## config.mk

```make
export PLATFORM = sky130hd
export DESIGN_NAME = firs_ctrl
export DESIGN_NICKNAME = d
export VERILOG_FILES = /design/src/sv/firs_pkg.sv /design/src/sv/firs_ctrl.sv
export SDC_FILE = /design/constraint.sdc
export NUM_CORES = 1
export LEC_CHECK = 0
export BUFFER_PORTS_ARGS = -buffer_cell sky130_fd_sc_hd__buf_2
export CAP_MARGIN = 20
export CORE_ASPECT_RATIO = 0.75
export CORE_UTILIZATION = 24
export DETAILED_ROUTE_END_ITERATION = 16
export PLACE_DENSITY = 0.53
export SLEW_MARGIN = 20
export SYNTH_ARGS = -nofsm -noshare
export SYNTH_HDL_FRONTEND = slang
export SYNTH_SLANG_ARGS = --single-unit
```

## constraint.sdc

```tcl
create_clock -name clk_i -period 2.95 [get_ports clk_i]
set_clock_uncertainty 0.2 [all_clocks]
set_input_delay 0.4425 -clock clk_i [delete_from_list [all_inputs] [get_ports clk_i]]
set_output_delay 0.4425 -clock clk_i [all_outputs]
set_load 0.1 [all_outputs]
```

## src/sv/firs_pkg.sv

```systemverilog
package firs_pkg;

  // history and coefficient store depth
  localparam int MAX_TAPS = 256;
  localparam int MaxGroups = MAX_TAPS / 4;
  localparam int AddrW = $clog2(MAX_TAPS);
  localparam int TapW = $clog2(MAX_TAPS + 1);

  // fixed Q15 scaling of the dot product
  localparam int Q15_SHIFT = 15;

  // field widths
  localparam int SampleW = 32;
  localparam int CoefW = 16;
  localparam int ProdW = SampleW + CoefW;
  localparam int AccW = 64;
  localparam int ShiftW = 6;

  // configuration port
  localparam int CfgIdxW = 4;
  localparam int CfgDataW = 16;

  localparam logic [CfgIdxW-1:0] REG_TAP_GROUPS = 4'd0;
  localparam logic [CfgIdxW-1:0] REG_OUTPUT_SHIFT = 4'd1;
  localparam logic [CfgIdxW-1:0] REG_COEF_INDEX = 4'd2;
  localparam logic [CfgIdxW-1:0] REG_COEF_VALUE = 4'd3;

  // controller to datapath
  typedef struct packed {
    logic take;        // input transaction accepted
    logic write_hist;  // store the sample in the history, start the dot product
    logic issue;       // read one tap pair
    logic scale;       // shift and saturate the accumulator
    logic load_out;    // move the result into the output register
  } firs_cmd_t;

  // datapath to controller
  typedef struct packed {
    logic bypass;      // tap count is zero
    logic last_tap;    // current tap is the last one
    logic pipe_empty;  // no tap pair left in the multiply pipeline
    logic out_free;    // output register can take a result this cycle
  } firs_status_t;

endpackage

```

## src/sv/firs_ctrl.sv

```systemverilog
module firs_ctrl
  import firs_pkg::*;
(
  input  logic         clk_i,
  input  logic         rst_ni,
  input  logic         in_valid_i,
  output logic         in_stall_o,
  input  firs_status_t status_i,
  output firs_cmd_t    cmd_o
);

  typedef enum logic [5:0] {
    ST_IDLE   = 6'b000001,
    ST_WRITE  = 6'b000010,
    ST_RUN    = 6'b000100,
    ST_DRAIN  = 6'b001000,
    ST_SCALE  = 6'b010000,
    ST_FINISH = 6'b100000
  } state_e;

  state_e state_q, state_d;

  // next state and commands
  always_comb begin
    state_d = state_q;
    cmd_o = '0;
    in_stall_o = 1'b1;
    case (state_q)
      ST_IDLE: begin
        in_stall_o = 1'b0;
        if (in_valid_i) begin
          cmd_o.take = 1'b1;
          state_d = status_i.bypass ? ST_FINISH : ST_WRITE;
        end
      end
      ST_WRITE: begin
        cmd_o.write_hist = 1'b1;
        state_d = ST_RUN;
      end
      ST_RUN: begin
        cmd_o.issue = 1'b1;
        if (status_i.last_tap) begin
          state_d = ST_DRAIN;
        end
      end
      ST_DRAIN: begin
        if (status_i.pipe_empty) begin
          state_d = ST_SCALE;
        end
      end
      ST_SCALE: begin
        cmd_o.scale = 1'b1;
        state_d = ST_FINISH;
      end
      ST_FINISH: begin
        if (status_i.out_free) begin
          cmd_o.load_out = 1'b1;
          state_d = ST_IDLE;
        end
      end
      default: begin
        state_d = ST_IDLE;
      end
    endcase
  end

  // state register
  always_ff @(posedge clk_i or negedge rst_ni) begin
    if (!rst_ni) begin
      state_q <= ST_IDLE;
    end else begin
      state_q <= state_d;
    end
  end

endmodule

```

==> results of run 1 <==
==> how the worst max path moves through the flow <==
stage               startpoint  endpoint  slack [ns]
finish              state_q[1]  cmd_o[2]        0.56
floorplan           state_q[1]  cmd_o[2]        0.65
global route        state_q[1]  cmd_o[2]        0.47
detailed placement  state_q[2]  cmd_o[3]        0.82
global placement    state_q[4]  cmd_o[3]        0.82
CTS                 state_q[4]  cmd_o[3]        0.55
==> cell type report <==
type | count | share of cell area [%]
well taps | 22 | 4.99
flip-flops and latches | 6 | 27.4
clock buffers | 4 | 4.76
multi-input cells | 35 | 48.8
repair buffers | 13 | 12.7
inverters | 2 | 1.36
==> metal layers <==
metal | GRT usage, % | routed length, um | up-vias
met2 | 12.3 | 404 | 4
met5 | 0 | 0 | -
li1 | - | - | 197
met4 | 4.05 | 0 | 0
met1 | 15.1 | 513 | 176
met3 | 1.94 | 30 | 0
==> stage by stage <==
step | power [mW] | hold WS, ns
floorplan | 0.538 | -0.0531
global placement | 0.603 | 0.0700
detailed placement | 0.603 | 0.0705
CTS | 0.687 | 0.187
global route | 0.726 | 0.188
finish | 0.682 | 0.191
==> cell families after synthesis <==
kind of cell / after synthesis
compound gates: 10
buf+inv: 4
xor+xnor: 1
simple gates: 24
flops: 6
==> worst reg2reg max path: cells and delay by family, from the launching register on <==
kind | cells | cell delay (ns)
compound gates | 2 | 0.35
flops | 1 | 0.48
simple gates | 2 | 0.52
==> layout by cell type (no fill, tap or decap), drive strengths merged, types with 2 or more instances in the layout <==
cell type | Yosys | final
and3 | 3 | 3
nor3 | 3 | 3
and2b | 2 | 2
nand2 | 3 | 3
buf | 2 | 12
dfrtp | 5 | 5
o22ai | 2 | 2
clkbuf | 0 | 4
nor3b | 3 | 3
nor2 | 3 | 3
nor4 | 4 | 4
inv | 2 | 2
o21ai | 2 | 2
a31oi | 2 | 2
==> power by group through the flow <==
stage                     combinational, mW  sequential, mW  clock, mW
after global placement                0.438           0.165          0
after detailed placement              0.437           0.166          0
final                                 0.438           0.165     0.0793
after global routing                  0.464           0.172     0.0897
after floorplan                       0.394           0.144          0
after CTS                             0.440           0.165     0.0827
==> flow_summary.toml, run 1 <==
[cells_and_area]
layout_net_count = 68
finish.utilization_pct = 31.7
flow.area_growth_from_synthesis_pct = 23.5
largest_reg_flops = 6
register_with_the_highest_flop_count = "state_q"
n_fill_cell = 186
post_layout_nonfiller_instances = 82
fin_area_um2 = 552
area_taken_by_multi_input_logic_gates_um2 = 269
ratio_of_cells_with_drive_above_1_in_the_final_layout_pct = 38.3
num_antenna_cells = 0
largestRegisters = "state_q (6)"
sequential_cell_area_um2 = 151

[timing]
timing_worst_slew_pin_value_ns = 0.491
final_hold_viol_count = 0
unrepaired_setup_endpoints_after_global_routing = "no"
fmaxAchievable_mhz = 418
timing.final.setup_violations = 0
setup_tns_ns = 0
max-slew-margin-rel_pct = 67.5
drv_slew = 0
setup_ws_ns = 0.556
final.period_utilization_pct = 81.1
fin_crit_ns = 2.39

[routing]
wirelength_um = 949
vias_per_cell = 4.60
drt-initial-drc-count = 2
postRouteAntennaNets = 0
post-route-drc-count = 0
detail_route.first_pass.iterations = 4
wl_per_cell_um = 11.6
detailroute.via_count = 377

[clocking]
clock_path_buffers = 2
clk_pin_slew_worst_paths_ns = 0.04
clock_tree_from_tritoncts = "done"
htree_num_levels = 1
post_cts_hold_buffer_count = 1
tritoncts_num_sinks = 6
clock_latency_ns = 0.24
post_cts.resized_instances = 0
tritoncts.num_buffers = 3
post_cts_setup_buffers = 0
cts.root.buffer_cell = "sky130_fd_sc_hd__clkbuf_4"

[critical_path]
timing.critical_path.slowest_stage_cell = "sky130_fd_sc_hd__dfrtp_1"
r2r_start = "state_q[4]"
critical_path.max_fanout = 6
cp_num_cells = 3
crit_chain = "nor4_1, and3_1, buf_2"
crit_path_end_kind = "output port"
max_stage_delay_ns = 0.44
critical-path-top-delay-family = "simple AND/OR/NAND/NOR gates"
ff2ff_path_depth = 4
timing_worst_setup_path_type = "reg2out"
reg2reg_slack_ns = 1.27
cp.arrival_ns = 1.75
worst-endpoint-required_ns = 2.31
worstSetupStartpointType = "flop"
reg2reg_to = "state_q[5]"
critPathBufInv = 1

[power_and_ir_drop]
p_switching_uw = 386
cellLeakagePower_nw = 0.261
power.ir.vdd_worst_mv = 0.656
power.share.clock_pct = 11.6
cellInternalPower_uw = 296
sequentialPowerShare_pct = 24.2
power_frac_comb_pct = 64.2
power.share.switching_pct = 56.6
power_density_nw_per_um2 = 1240

[synthesis]
synth.largest_area_cell = "sky130_fd_sc_hd__dfrtp_1"
synth-warning-count = 0
synth-simple-area-share_pct = 39.2
synth_top_area_share_pct = 28.0
yosysUniqueCellTypes = 26
synth_most_common_cell = "sky130_fd_sc_hd__dfrtp_1"
post_synth_xor_area_fraction_pct = 1.96
postSynth.asyncResetShare_pct = 100
syn_avg_cell_area_um2 = 9.93
syn_nets = 52
synth.top_cells.by_area = "sky130_fd_sc_hd__dfrtp_1, sky130_fd_sc_hd__nor4_4, sky130_fd_sc_hd__dfstp_2"
synth_top_flop_cell = "sky130_fd_sc_hd__dfrtp_1"
synth.ff_latch_count = 6
synth_adder_area_share_pct = 0
netlist_instances = 45
muxShareOfSynthArea_pct = 0
ys_top_cells_by_count = "sky130_fd_sc_hd__dfrtp_1, sky130_fd_sc_hd__and3_1, sky130_fd_sc_hd__nor2_1, sky130_fd_sc_hd__nor3_1, sky130_fd_sc_hd__nor3b_1"
synth_sequential_area_ratio_pct = 33.9
synthesis.area_um2 = 447
combinational_family_with_the_most_area_after_synthesis = "simple AND/OR/NAND/NOR gates"
synth_compound_area_share_pct = 19.0
synth_enable_flop_cells = 0

[die]
die_w_um = 51.8
row_count = 13
floorplan.die_area_um2 = 2040
io_pins = 13
floorplan.die.height_um = 39.4
initial_utilization_pct = 25.7
core_area_um2 = 1740

[grt]
grt_max_degree = 11
antenna_violations_before_repair = 0
overflow = 0
grt_use_total_pct = 9.73
grt_pass1_vias = 305
first_pass_grt_wire_length_um = 1380

[place]
port_buffers = 12
place_hpwl_um = 762
globalplace.congestion = 0.674
dp_cells = 77
placement.cell_area_um2 = 515
pre_cts_ws_ns = 0.818

[job]
timing.max_cap.violations = 0

[hold_path]
min_to = "state_q[1]"
hold_class = "in2reg"
holdPathStages = 2
hold_start = "status_i[3]"

[status]
status = "finished, final reports clean"
(Power assumes the default switching activity.)
==> inputs of run 2 (changes only) <==
--- a/config.mk
+++ b/config.mk
@@ -10,7 +10,7 @@
 export CORE_ASPECT_RATIO = 0.75
 export CORE_UTILIZATION = 24
 export DETAILED_ROUTE_END_ITERATION = 16
-export PLACE_DENSITY = 0.53
+export PLACE_DENSITY = 0.55
 export SLEW_MARGIN = 20
 export SYNTH_ARGS = -nofsm -noshare
 export SYNTH_HDL_FRONTEND = slang
==> constraint.sdc (replaced) <==
create_clock -name clk_i -period 2.1 [get_ports clk_i]
set_clock_uncertainty 0.2 [all_clocks]
set_input_delay 0.315 -clock clk_i [delete_from_list [all_inputs] [get_ports clk_i]]
set_output_delay 0.315 -clock clk_i [all_outputs]
set_load 0.1 [all_outputs]
==> flow_summary.toml, run 2 (synthesis gave the netlist of run 1 again) <==
[critical_path]
timing_worst_setup_path_type = "reg2out"
crit_path_end_kind = "output port"
worst-endpoint-required_ns = 1.58
cp.arrival_ns = 1.54
worstSetupStartpointType = "flop"
critical_path.max_fanout = 8

[job]
timing.max_cap.violations = 0

[cells_and_area]
largestRegisters = "state_q (6)"
layout.cells.most_common = "sky130_fd_sc_hd__buf_2"
num_antenna_cells = 0
flow.area_growth_from_synthesis_pct = 48.5
layout_net_count = 69
register_with_the_highest_flop_count = "state_q"
final_cell_mix = "sky130_fd_sc_hd__buf_2, sky130_fd_sc_hd__buf_12"
largest_reg_flops = 6
fin_area_um2 = 663
ratio_of_cells_with_drive_above_1_in_the_final_layout_pct = 50.8

[timing]
max-slew-margin-rel_pct = 75.2
setup_tns_ns = 0
setup_ws_ns = 0.0464
drv_slew = 0
final_hold_viol_count = 0
timing.final.setup_violations = 0
final.period_utilization_pct = 97.8
fin_crit_ns = 2.05
fmaxAchievable_mhz = 487
timing_worst_slew_pin_value_ns = 0.371
unrepaired_setup_endpoints_after_global_routing = "no"

[place]
placement.cell_area_um2 = 602
globalplace.congestion = 0.765
place_hpwl_um = 815
pre_cts_ws_ns = 0.273
port_buffers = 12

[clocking]
clock_tree_from_tritoncts = "done"
clock_latency_ns = 0.26
cts.root.buffer_cell = "sky130_fd_sc_hd__clkbuf_4"
htree_num_levels = 1
tritoncts_num_sinks = 6
clk_pin_slew_worst_paths_ns = 0.06
clock_path_buffers = 2
tritoncts.num_buffers = 3

[grt]
grt_max_degree = 9
global_route.peak_usage_layer = "met2"
first_pass_grt_wire_length_um = 1810
groute.layer.met3.usage_pct = 5.81
grt_pass1_vias = 423
met2_usage_pct = 22.1
overflow = 0
antenna_violations_before_repair = 0
grt_use_total_pct = 13.0
met1_usage_pct = 14.8

[power_and_ir_drop]
power.ir.vdd_worst_mv = 1.05
power_density_nw_per_um2 = 1670
cellLeakagePower_nw = 0.281
overall_power_of_the_completed_layout_mw = 1.11

[routing]
detailroute.via_count = 406
vias_per_cell = 4.89
drt-initial-drc-count = 9
wl_per_cell_um = 13.6
wirelength_um = 1130
detail_route.first_pass.iterations = 10
postRouteAntennaNets = 0
post-route-drc-count = 1

[die]
io_pins = 13
core_area_um2 = 1740
floorplan.die.height_um = 39.4
row_count = 13
initial_utilization_pct = 25.7
die_w_um = 51.8
floorplan.die_area_um2 = 2040

[status]
status = "complete, but fails checks"
violations = "design-rule violations"

[hold_path]
hold_class = "in2reg"
-- run 2: final timing paths --
path	startpoint	to	slack, ns	cells past startpoint
worst max-delay path	state_q[3]	cmd_o[3]	0.05	3
worst min-delay path	status_i[3]	state_q[1]	0.05	2
worst max register to register	state_q[2]	state_q[5]	0.35	5
worst min register to register	state_q[5]	state_q[3]	0.47	3
max in group asynchronous	rst_ni	state_q[0]	1.25	2
min in group asynchronous	rst_ni	state_q[2]	0.21	2
-- run 2: worst max-delay path, stage by stage, from the launching register on --
cell and delay, ns:
sky130_fd_sc_hd__dfrtp_2 0.48, sky130_fd_sc_hd__nor4_4 0.36, sky130_fd_sc_hd__and2_2 0.26, sky130_fd_sc_hd__buf_12 0.18
-- run 2: repair_timing --
action | CTS | global route
hold buffers | 1 | 0
cloned | 0 | 0
resized for setup | 2 | 5
setup buffers | 0 | 0
endpoints found under the hold margin | 6 | 0
endpoints found under the setup margin | 1 | 5
pin swaps | 0 | 1
-- run 2: per-layer routing --
layer  wire, um  up-vias
li1           -      197
met1        529      194
met2        512       13
met3         79        2
met4          8        0
met5          0        -
-- run 2: cell type report --
class                   count  area (um2)
inverters                   2        7.51
clock buffers               4        26.3
flip-flops and latches      6         154
fillers                   174        1080
repair buffers             14         155
well taps                  22        27.5
multi-input cells          35         293
-- run 2: where the power goes --
group | leakage [nW] | total, mW | internal, mW | switching, mW
clock | 0.0150 | 0.121 | 0.0724 | 0.0486
sequential | 0.0757 | 0.248 | 0.160 | 0.0888
combinational | 0.190 | 0.736 | 0.285 | 0.451
total | 0.281 | 1.11 | 0.517 | 0.589
-- run 2: per-stage QoR --
stage	util [%]	hold WS, ns	cells
2_1_floorplan	-	-0.181	45
3_5_place_dp	34.6	-0.0541	78
4_1_cts	37.2	0.0485	83
6_report	38.1	0.0528	83
5_1_grt	38.1	0.0662	83
3_3_place_gp	34.6	-0.0566	78
